==> src/design/tmas_pkg.sv <==
`timescale 1ns / 1ps
`default_nettype none
// ----------------------------------------------------------------------------
// tmas_pkg
// Shared constants, types and constant tables of the trimmed mean ADC scaler.
// ----------------------------------------------------------------------------
package tmas_pkg;

    localparam int WINDOW_SIZE = 10;

    localparam int SAMPLE_W  = 13;
    localparam int MEAN_W    = 13;
    localparam int MV_W      = 14;
    localparam int IDX_W     = $clog2(WINDOW_SIZE);
    localparam int CNT_W     = $clog2(WINDOW_SIZE + 1);
    localparam int SUM_W     = $clog2(WINDOW_SIZE * (2 ** SAMPLE_W));
    localparam int VAL_W     = 25;
    localparam int RECIP_W   = VAL_W + 1;
    localparam int PROD_W    = VAL_W + RECIP_W;
    localparam int MULT_W    = 12;
    localparam int DIV_W     = 13;
    localparam int S_TDATA_W = 16;
    localparam int M_TDATA_W = 32;

    localparam int TRIM_DIV    = WINDOW_SIZE - 2;
    localparam int SCALE_NUM_A = 2563;
    localparam int SCALE_DEN_A = 8191;
    localparam int SCALE_NUM_B = 321;
    localparam int SCALE_DEN_B = 51;
    localparam int MEAN_MAX    = 8191;
    localparam int MV_MAX      = 16131;

    // floor(2^VAL_W / d): quotient estimate is exact or one low
    localparam longint RECIP_TRIM = (64'd1 << VAL_W) / TRIM_DIV;
    localparam longint RECIP_A    = (64'd1 << VAL_W) / SCALE_DEN_A;
    localparam longint RECIP_B    = (64'd1 << VAL_W) / SCALE_DEN_B;

    typedef enum logic [2:0] {
        ARITH_NOP,
        ARITH_LOAD,
        ARITH_MUL,
        ARITH_RECIP,
        ARITH_CORR
    } arith_op_t;

    typedef enum logic [1:0] {
        CSEL_TRIM,
        CSEL_A,
        CSEL_B
    } csel_t;

    typedef struct packed {
        arith_op_t         op;
        csel_t             csel;
        logic [VAL_W-1:0]  load_val;
    } arith_ctl_t;

    typedef enum logic [3:0] {
        ST_IDLE,
        ST_SCAN,
        ST_LOAD,
        ST_DIVT_R,
        ST_DIVT_C,
        ST_MULA,
        ST_DIVA_R,
        ST_DIVA_C,
        ST_MULB,
        ST_DIVB_R,
        ST_DIVB_C,
        ST_DONE
    } state_t;

    function automatic logic [DIV_W-1:0] csel_div(input csel_t csel);
        logic [DIV_W-1:0] d;
        case (csel)
            CSEL_TRIM: d = DIV_W'(TRIM_DIV);
            CSEL_A:    d = DIV_W'(SCALE_DEN_A);
            CSEL_B:    d = DIV_W'(SCALE_DEN_B);
            default:   d = DIV_W'(1);
        endcase
        return d;
    endfunction

    function automatic logic [RECIP_W-1:0] csel_recip(input csel_t csel);
        logic [RECIP_W-1:0] r;
        case (csel)
            CSEL_TRIM: r = RECIP_W'(RECIP_TRIM);
            CSEL_A:    r = RECIP_W'(RECIP_A);
            CSEL_B:    r = RECIP_W'(RECIP_B);
            default:   r = RECIP_W'(1);
        endcase
        return r;
    endfunction

    function automatic logic [MULT_W-1:0] csel_mult(input csel_t csel);
        logic [MULT_W-1:0] m;
        case (csel)
            CSEL_A:  m = MULT_W'(SCALE_NUM_A);
            CSEL_B:  m = MULT_W'(SCALE_NUM_B);
            default: m = MULT_W'(1);
        endcase
        return m;
    endfunction

endpackage
`default_nettype wire

==> src/design/tmas_ring.sv <==
`timescale 1ns / 1ps
`default_nettype none
// ----------------------------------------------------------------------------
// tmas_ring
// Sample ring memory: one write port, one registered read port, and a valid
// bit per entry so that entries not yet written read as zero.
// ----------------------------------------------------------------------------
module tmas_ring (
    input  wire logic                          aclk,
    input  wire logic                          aresetn,
    input  wire logic                          wr_en,
    input  wire logic [tmas_pkg::IDX_W-1:0]    wr_addr,
    input  wire logic [tmas_pkg::SAMPLE_W-1:0] wr_data,
    input  wire logic                          rd_en,
    input  wire logic [tmas_pkg::IDX_W-1:0]    rd_addr,
    output logic      [tmas_pkg::SAMPLE_W-1:0] rd_data
);

    logic [tmas_pkg::SAMPLE_W-1:0] mem [tmas_pkg::WINDOW_SIZE];
    logic [tmas_pkg::WINDOW_SIZE-1:0] valid_reg;
    logic [tmas_pkg::SAMPLE_W-1:0] rd_data_reg;
    logic rd_hit_reg;

    always_ff @(posedge aclk) begin
        if (!aresetn) begin
            valid_reg <= '0;
        end else if (wr_en) begin
            valid_reg[wr_addr] <= 1'b1;
        end
    end

    always_ff @(posedge aclk) begin
        if (wr_en) begin
            mem[wr_addr] <= wr_data;
        end
        if (rd_en) begin
            rd_data_reg <= mem[rd_addr];
            rd_hit_reg  <= valid_reg[rd_addr];
        end
    end

    assign rd_data = rd_hit_reg ? rd_data_reg : '0;

endmodule
`default_nettype wire

==> src/design/tmas_arith.sv <==
`timescale 1ns / 1ps
`default_nettype none
// ----------------------------------------------------------------------------
// tmas_arith
// Shared multiply and divide-by-constant unit. Division is a reciprocal
// multiply followed by a one-step remainder correction.
// ----------------------------------------------------------------------------
module tmas_arith (
    input  wire logic                       aclk,
    input  wire tmas_pkg::arith_ctl_t       ctl,
    output logic      [tmas_pkg::VAL_W-1:0] val
);

    logic [tmas_pkg::VAL_W-1:0]  val_reg, val_next;
    logic [tmas_pkg::PROD_W-1:0] prod_reg, prod_next;

    logic [tmas_pkg::DIV_W-1:0]   div_c;
    logic [tmas_pkg::RECIP_W-1:0] recip_c;
    logic [tmas_pkg::MULT_W-1:0]  mult_c;

    logic [tmas_pkg::VAL_W+tmas_pkg::MULT_W-1:0] mul_full;
    logic [tmas_pkg::VAL_W-1:0]                  quot_est;
    logic [tmas_pkg::VAL_W+tmas_pkg::DIV_W-1:0]  back_full;
    logic [tmas_pkg::VAL_W-1:0]                  rem;

    always_comb begin
        div_c     = tmas_pkg::csel_div(ctl.csel);
        recip_c   = tmas_pkg::csel_recip(ctl.csel);
        mult_c    = tmas_pkg::csel_mult(ctl.csel);
        mul_full  = val_reg * mult_c;
        quot_est  = prod_reg[2*tmas_pkg::VAL_W-1:tmas_pkg::VAL_W];
        back_full = quot_est * div_c;
        // estimate is never above the true quotient, so rem stays below 2*d
        rem       = val_reg - back_full[tmas_pkg::VAL_W-1:0];

        val_next  = val_reg;
        prod_next = prod_reg;
        case (ctl.op)
            tmas_pkg::ARITH_LOAD:  val_next  = ctl.load_val;
            tmas_pkg::ARITH_MUL:   val_next  = mul_full[tmas_pkg::VAL_W-1:0];
            tmas_pkg::ARITH_RECIP: prod_next = val_reg * recip_c;
            tmas_pkg::ARITH_CORR: begin
                val_next = quot_est
                         + tmas_pkg::VAL_W'(rem >= tmas_pkg::VAL_W'(div_c));
            end
            default: begin
                val_next  = val_reg;
                prod_next = prod_reg;
            end
        endcase
    end

    always_ff @(posedge aclk) begin
        val_reg  <= val_next;
        prod_reg <= prod_next;
    end

    assign val = val_reg;

endmodule
`default_nettype wire

==> src/design/trimmed_mean_adc_scaler.sv <==
`timescale 1ns / 1ps
`default_nettype none
// ----------------------------------------------------------------------------
// trimmed_mean_adc_scaler
// Trimmed mean of the last WINDOW_SIZE ADC samples, scaled to millivolts.
// ----------------------------------------------------------------------------
// Each accepted sample word is written into a ring of the last WINDOW_SIZE
// samples (zero after reset), then the ring is read back one entry a cycle
// to form the sum, maximum and minimum. The trimmed mean and the millivolt
// value follow from a shared multiply / constant-divide unit, which runs
// nine arithmetic steps after the one-entry-per-cycle ring read; a new
// sample is taken once the previous result has moved into the output
// register, which may still be waiting on m_tready.
module trimmed_mean_adc_scaler (
    input  wire logic                           aclk,
    input  wire logic                           aresetn,
    input  wire logic                           s_tvalid,
    output logic                                s_tready,
    input  wire logic [tmas_pkg::S_TDATA_W-1:0] s_tdata,  // sample[12:0], zero pad
    output logic                                m_tvalid,
    input  wire logic                           m_tready,
    output logic      [tmas_pkg::M_TDATA_W-1:0] m_tdata   // trimmed_mean[12:0],
                                                          // millivolts[26:13], zero pad
);

    tmas_pkg::state_t state_reg, state_next;

    logic [tmas_pkg::IDX_W-1:0]    slot_reg, slot_next;
    logic [tmas_pkg::CNT_W-1:0]    scan_cnt_reg, scan_cnt_next;
    logic                          pend_reg, pend_next;
    logic [tmas_pkg::SUM_W-1:0]    sum_reg, sum_next;
    logic [tmas_pkg::SAMPLE_W-1:0] hi_reg, hi_next;
    logic [tmas_pkg::SAMPLE_W-1:0] lo_reg, lo_next;
    logic [tmas_pkg::MEAN_W-1:0]   mean_reg, mean_next;
    logic                          m_tvalid_reg, m_tvalid_next;
    logic [tmas_pkg::M_TDATA_W-1:0] m_tdata_reg, m_tdata_next;

    logic                          accept;
    logic                          scan_done;
    logic                          out_free;
    logic                          rd_en;
    logic [tmas_pkg::SAMPLE_W-1:0] rd_data;
    tmas_pkg::arith_ctl_t          arith_ctl;
    logic [tmas_pkg::VAL_W-1:0]    arith_val;

    tmas_ring u_ring (
        .aclk    (aclk),
        .aresetn (aresetn),
        .wr_en   (accept),
        .wr_addr (slot_reg),
        .wr_data (s_tdata[tmas_pkg::SAMPLE_W-1:0]),
        .rd_en   (rd_en),
        .rd_addr (scan_cnt_reg[tmas_pkg::IDX_W-1:0]),
        .rd_data (rd_data)
    );

    tmas_arith u_arith (
        .aclk (aclk),
        .ctl  (arith_ctl),
        .val  (arith_val)
    );

    assign accept    = s_tvalid && s_tready;
    assign scan_done = (scan_cnt_reg == tmas_pkg::CNT_W'(tmas_pkg::WINDOW_SIZE)) && !pend_reg;
    assign out_free  = !m_tvalid_reg || m_tready;

    // next state
    always_comb begin
        state_next = state_reg;
        case (state_reg)
            tmas_pkg::ST_IDLE:   if (s_tvalid) state_next = tmas_pkg::ST_SCAN;
            tmas_pkg::ST_SCAN:   if (scan_done) state_next = tmas_pkg::ST_LOAD;
            tmas_pkg::ST_LOAD:   state_next = tmas_pkg::ST_DIVT_R;
            tmas_pkg::ST_DIVT_R: state_next = tmas_pkg::ST_DIVT_C;
            tmas_pkg::ST_DIVT_C: state_next = tmas_pkg::ST_MULA;
            tmas_pkg::ST_MULA:   state_next = tmas_pkg::ST_DIVA_R;
            tmas_pkg::ST_DIVA_R: state_next = tmas_pkg::ST_DIVA_C;
            tmas_pkg::ST_DIVA_C: state_next = tmas_pkg::ST_MULB;
            tmas_pkg::ST_MULB:   state_next = tmas_pkg::ST_DIVB_R;
            tmas_pkg::ST_DIVB_R: state_next = tmas_pkg::ST_DIVB_C;
            tmas_pkg::ST_DIVB_C: state_next = tmas_pkg::ST_DONE;
            tmas_pkg::ST_DONE:   if (out_free) state_next = tmas_pkg::ST_IDLE;
            default:             state_next = tmas_pkg::ST_IDLE;
        endcase
    end

    // state outputs
    always_comb begin
        s_tready           = 1'b0;
        rd_en              = 1'b0;
        arith_ctl.op       = tmas_pkg::ARITH_NOP;
        arith_ctl.csel     = tmas_pkg::CSEL_TRIM;
        arith_ctl.load_val = tmas_pkg::VAL_W'(sum_reg)
                           - tmas_pkg::VAL_W'(hi_reg) - tmas_pkg::VAL_W'(lo_reg);
        case (state_reg)
            tmas_pkg::ST_IDLE: s_tready = 1'b1;
            tmas_pkg::ST_SCAN: begin
                rd_en = scan_cnt_reg < tmas_pkg::CNT_W'(tmas_pkg::WINDOW_SIZE);
            end
            tmas_pkg::ST_LOAD:   arith_ctl.op = tmas_pkg::ARITH_LOAD;
            tmas_pkg::ST_DIVT_R: arith_ctl.op = tmas_pkg::ARITH_RECIP;
            tmas_pkg::ST_DIVT_C: arith_ctl.op = tmas_pkg::ARITH_CORR;
            tmas_pkg::ST_MULA: begin
                arith_ctl.op   = tmas_pkg::ARITH_MUL;
                arith_ctl.csel = tmas_pkg::CSEL_A;
            end
            tmas_pkg::ST_DIVA_R: begin
                arith_ctl.op   = tmas_pkg::ARITH_RECIP;
                arith_ctl.csel = tmas_pkg::CSEL_A;
            end
            tmas_pkg::ST_DIVA_C: begin
                arith_ctl.op   = tmas_pkg::ARITH_CORR;
                arith_ctl.csel = tmas_pkg::CSEL_A;
            end
            tmas_pkg::ST_MULB: begin
                arith_ctl.op   = tmas_pkg::ARITH_MUL;
                arith_ctl.csel = tmas_pkg::CSEL_B;
            end
            tmas_pkg::ST_DIVB_R: begin
                arith_ctl.op   = tmas_pkg::ARITH_RECIP;
                arith_ctl.csel = tmas_pkg::CSEL_B;
            end
            tmas_pkg::ST_DIVB_C: begin
                arith_ctl.op   = tmas_pkg::ARITH_CORR;
                arith_ctl.csel = tmas_pkg::CSEL_B;
            end
            default: begin
                s_tready = 1'b0;
                rd_en    = 1'b0;
            end
        endcase
    end

    // datapath
    always_comb begin
        slot_next     = slot_reg;
        scan_cnt_next = scan_cnt_reg;
        pend_next     = rd_en;
        sum_next      = sum_reg;
        hi_next       = hi_reg;
        lo_next       = lo_reg;
        mean_next     = mean_reg;
        m_tvalid_next = m_tvalid_reg;
        m_tdata_next  = m_tdata_reg;

        if (accept) begin
            slot_next = (slot_reg == tmas_pkg::IDX_W'(tmas_pkg::WINDOW_SIZE - 1))
                      ? '0 : slot_reg + 1'b1;
            scan_cnt_next = '0;
            sum_next      = '0;
            hi_next       = '0;
            lo_next       = '1;
        end
        if (rd_en) begin
            scan_cnt_next = scan_cnt_reg + 1'b1;
        end
        // read word lands in the cycle after its address
        if (pend_reg) begin
            sum_next = sum_reg + tmas_pkg::SUM_W'(rd_data);
            if (rd_data > hi_reg) hi_next = rd_data;
            if (rd_data < lo_reg) lo_next = rd_data;
        end
        if (state_reg == tmas_pkg::ST_MULA) begin
            mean_next = arith_val[tmas_pkg::MEAN_W-1:0];
        end

        if (m_tready) begin
            m_tvalid_next = 1'b0;
        end
        if (state_reg == tmas_pkg::ST_DONE && out_free) begin
            m_tvalid_next = 1'b1;
            m_tdata_next  = tmas_pkg::M_TDATA_W'(
                {arith_val[tmas_pkg::MV_W-1:0], mean_reg});
        end
    end

    always_ff @(posedge aclk) begin
        if (!aresetn) begin
            state_reg    <= tmas_pkg::ST_IDLE;
            slot_reg     <= '0;
            scan_cnt_reg <= '0;
            pend_reg     <= 1'b0;
            m_tvalid_reg <= 1'b0;
        end else begin
            state_reg    <= state_next;
            slot_reg     <= slot_next;
            scan_cnt_reg <= scan_cnt_next;
            pend_reg     <= pend_next;
            m_tvalid_reg <= m_tvalid_next;
        end
    end

    always_ff @(posedge aclk) begin
        sum_reg     <= sum_next;
        hi_reg      <= hi_next;
        lo_reg      <= lo_next;
        mean_reg    <= mean_next;
        m_tdata_reg <= m_tdata_next;
    end

    assign m_tvalid = m_tvalid_reg;
    assign m_tdata  = m_tdata_reg;

`ifndef SYNTHESIS
    a_accept_starts_scan: assert property (@(posedge aclk) disable iff (!aresetn)
        accept |=> (state_reg == tmas_pkg::ST_SCAN))
        else $error("accepted word did not start a ring scan");

    a_scan_cnt_range: assert property (@(posedge aclk) disable iff (!aresetn)
        scan_cnt_reg <= tmas_pkg::CNT_W'(tmas_pkg::WINDOW_SIZE))
        else $error("scan counter past window");

    a_pend_in_scan: assert property (@(posedge aclk) disable iff (!aresetn)
        pend_reg |-> (state_reg == tmas_pkg::ST_SCAN))
        else $error("ring read pending outside scan");

    a_mean_range: assert property (@(posedge aclk) disable iff (!aresetn)
        (state_reg == tmas_pkg::ST_MULA)
            |-> (arith_val <= tmas_pkg::VAL_W'(tmas_pkg::MEAN_MAX)))
        else $error("trimmed mean out of range");

    a_mv_range: assert property (@(posedge aclk) disable iff (!aresetn)
        (state_reg == tmas_pkg::ST_DONE)
            |-> (arith_val <= tmas_pkg::VAL_W'(tmas_pkg::MV_MAX)))
        else $error("millivolt value out of range");
`endif

endmodule
`default_nettype wire

==> config.mk <==
export PLATFORM = sky130hd
export DESIGN_NAME = trimmed_mean_adc_scaler
export DESIGN_NICKNAME = d
export VERILOG_FILES = /design/src/design/tmas_pkg.sv /design/src/design/tmas_ring.sv /design/src/design/tmas_arith.sv /design/src/design/trimmed_mean_adc_scaler.sv
export SDC_FILE = /design/constraint.sdc
export NUM_CORES = 2
export LEC_CHECK = 0
export BUFFER_PORTS_ARGS = -buffer_cell sky130_fd_sc_hd__buf_2
export CAP_MARGIN = 20
export CORE_ASPECT_RATIO = 2
export CORE_MARGIN = 4
export CORE_UTILIZATION = 55
export CTS_BUF_LIST = sky130_fd_sc_hd__clkbuf_16
export DETAILED_ROUTE_END_ITERATION = 16
export PLACE_DENSITY = 0.71
export SYNTH_ARGS = -nofsm -noshare
export SYNTH_HDL_FRONTEND = slang
export SYNTH_HIERARCHICAL = 1
export SYNTH_SLANG_ARGS = --single-unit
==> constraint.sdc <==
create_clock -name aclk -period 26.1 [get_ports aclk]
set_input_delay 2.61 -clock aclk [delete_from_list [all_inputs] [get_ports aclk]]
set_output_delay 2.61 -clock aclk [all_outputs]
set_load 0.02 [all_outputs]
==> implementation parameters <==
Parameter                              Value

Outcome
  Status ... completed

Synthesis
  Number of cells produced by synthesis ... 3279
  Count of flip-flops with a built-in enable after synthesis ... 249
  Ranking of synthesized cells by instance count ... sky130_fd_sc_hd__inv_1, sky130_fd_sc_hd__ha_1, sky130_fd_sc_hd__fa_1, sky130_fd_sc_hd__edfxtp_1, sky130_fd_sc_hd__nand2_1
  Yosys top cell by area ... sky130_fd_sc_hd__fa_1
  Synth Area per Inst ... 10.3 um2
  Register bit count reported by yosys ... 299
  Most used DFF post-synth ... sky130_fd_sc_hd__edfxtp_1
  Complex-gate fraction of the synthesized area ... 8.63%
  Post-synth ARST share ... 0%
  Combined area of all synthesized cells ... 33900 um2
  Multiplexer fraction of the synthesized cell area ... 2.82%
  Top cell type's share of synthesized area ... 23.1%
  Sequential area share after synthesis ... 25.0%
  Post-synthesis simple-gate area fraction ... 9.51%
  Main area contributors after synthesis ... sky130_fd_sc_hd__fa_1, sky130_fd_sc_hd__edfxtp_1, sky130_fd_sc_hd__ha_1
  Largest family of logic cells by synthesized area ... adder cells
  Xor and xnor area share after synthesis ... 3.74%
  Synth Warn # ... 6
  Number of distinct library cells after synthesis ... 87
  Adder-cell share of the synthesized area ... 41.0%
  Leading cell type by number of instances after synthesis ... sky130_fd_sc_hd__inv_1

Critical path
  Endpoint kind of the worst setup timing path ... register
  Launch point of the critical path ... state_reg[2]
  Reg2Reg Setup Slack ... 14.72 ns
  Reg-to-reg critical path startpoint ... state_reg[2]
  Crit path capture ... u_arith/val[18]
  Cell repeated most along the worst path ... sky130_fd_sc_hd__ha_1
  Kind of launch point of the worst setup path ... register
  Largest fanout on the critical path ... 26
  Number of cell instances on the worst register-to-register path ... 46
  Arrival @ worst endpoint ... 11.68 ns
  Delay of the slowest cell on the worst path ... 0.89 ns
  Path type of the worst setup path ... register to register
  Required time worst endpoint ... 26.40 ns
  Worst reg2reg endpoint ... u_arith/val[18]
  Slowest cell on the critical path ... sky130_fd_sc_hd__ha_1

Layout
  Storage cell area ... 8480 um2
  Count of non-filler cells in the finished layout ... 4112
  Antenna diode count ... 0
  Layout overhead on the synthesized area ... 6.18%
  Filler Cells Inserted ... 5066
  Number of flip-flops under the largest register name ... 130
  Fraction of layout instances using a drive strength above 1 ... 5.85%
  Combined area of the multi-input logic cells ... 22400 um2
  Post-layout util ... 59.0%
  Number of nets in the layout ... 4205

Clock network
  Maximum buffer depth of the clock tree ... 3
  Clock latency on the worst-skew pair ... 0.58 ns
  Total clock buffers created by CTS ... 30
  Hold Buf Count CTS ... 0
  Clk Tree Root Cell ... sky130_fd_sc_hd__clkbuf_16
  Clock tree from TritonCTS ... done
  Clock H-tree levels ... 1
  Clock transition at the registers of the reported paths ... 0.06 ns
  Sinks on the clock net ... 299
  Post-cts sizing count ... 0
  Post-CTS setup buffer count ... 0

Routing
  Drt via density ... 5.73
  Initial detailed-routing violation count ... 1214
  Post-route antenna net violation count ... 0
  Per-cell routed wire length ... 22.1 um
  Routed via count ... 23550
  First drt pass iteration count ... 7
  Final routed wirelength across all metal layers ... 91000 um
  DRC viols ... 0

Power
  Highest ir drop seen on vdd ... 73.3 uV
  Pwr Density ... 83.1 nW/um2
  Standby leakage power ... 0.0176 uW

Global route
  Maximum number of pins on one net before global-route repair ... 75
  Global-route wire length before repair ... 141000 um
  Vias in the first global route ... 25943
  Antenna violations before repair ... 1
  Congestion Overflow GR ... 0
  Total routing resource utilization after global routing ... 27.8%

STA
  Max frequency ... 87.8 MHz
  Slew Limit Headroom ... 26.5%
  Clk_skew ... 0.0206 ns
  Fin Hold WS ... 0.421 ns
  Minimum setup slack in the final design ... 14.72 ns
  Clock period minus worst slack ... 11.38 ns
  Setup Total Neg Slack ... 0 ns
  Hold violation total from the final report ... 0
  Final Setup Violations ... 0
  Setup repair after global routing missed its margin ... no
  Final worst-path cycle share ... 43.6%
  Count of pins over their slew limit ... 0
  Measured slew at the worst slew-check pin ... 1.10 ns

Floorplan
  Die H ... 359 um
  Initial core utilization ... 55.5%
  Ports placed on the boundary ... 54
  Row count ... 128
  Die X-Extent ... 184 um
  Core outline area ... 61000 um2
  Die Outline Area ... 65900 um2

Worst hold path
  Worst min-delay path class ... register to register
  Startpoint of the worst hold path ... mean_reg[7]

Placement
  Input/output buffers ... 45
  Pre-CTS worst setup slack ... 14.97 ns
  Detailed Place HPWL ... 76800 um
  Global placer's final weighted congestion ... 0.971
  Dpl cells ... 4057

Run
  Max cap viols ... 0
==> power by group <==
group / total [uW] / switching, uW / internal [uW]
registers: 748 / 107 / 641
logic: 1810 / 1060 / 744
clock network: 436 / 183 / 254
==> final cells by class <==
class                   instances  area share, %
repair buffers                 67           1.13
well taps                     780           2.71
clock inverters                24          0.605
inverters                     735           7.67
multi-input cells            2176           62.2
flip-flops and latches        299           23.6
clock buffers                  31           2.16
==> worst max-delay path, delay by kind of cell (launching register included) <==
kind | cells | cell delay, ns
adders and majority gates | 11 | 4.22
AOI/OAI and AO/OA | 12 | 2.90
and+or+nand+nor | 14 | 2.35
buffers and inverters | 6 | 0.62
DFF | 1 | 0.55
xor gates and xnor gates | 3 | 0.45
==> how the worst min path moves through the flow <==
stage | endpoint | slack [ns] | cells past startpoint
4_1_cts | m_tdata[7] | 0.42 | 0
2_1_floorplan | m_tdata[0] | 0.40 | 0
5_1_grt | m_tdata[5] | 0.42 | 0
3_5_place_dp | m_tdata[7] | 0.41 | 0
6_report | m_tdata[7] | 0.42 | 0
3_3_place_gp | m_tdata[11] | 0.40 | 0
==> stage by stage <==
step	total power [uW]	area, um2
finish	2990	36000
global route	3220	36000
CTS	2990	36000
detailed placement	2540	35000
global placement	2470	35000
floorplan	2030	33900
==> cell usage in the layout, fill, tap and decap left out, types with 52 or more instances in the layout <==
cell type	count
sky130_fd_sc_hd__edfxtp_1	249
sky130_fd_sc_hd__nand2_1	188
sky130_fd_sc_hd__a21oi_1	84
sky130_fd_sc_hd__o21ai_0	52
sky130_fd_sc_hd__nor2_1	130
sky130_fd_sc_hd__and2_1	103
sky130_fd_sc_hd__xnor2_1	98
sky130_fd_sc_hd__ha_1	485
sky130_fd_sc_hd__inv_1	739
sky130_fd_sc_hd__fa_1	391
==> cells by family after synthesis <==
logic type | Yosys count
buffers and inverters | 808
AO/OA/AOI/OAI | 415
multiplexers | 88
adder cells (fa/ha/maj) | 876
AND/OR/NAND/NOR | 648
XOR/XNOR | 144
flip-flops | 299
other | 1
==> per-layer routing <==
metal  vias to the layer above  GRT usage (%)  share of wire (%)  wire, um
met4                         0           23.8                 11     10400
met2                       764           52.3                 55     49600
met3                       335           2.03                3.4      3130
met5                         -              0                  0         0
met1                     11664           26.5                 31     27900
li1                      10787              -                  -         -
(Power assumes the default switching activity.)
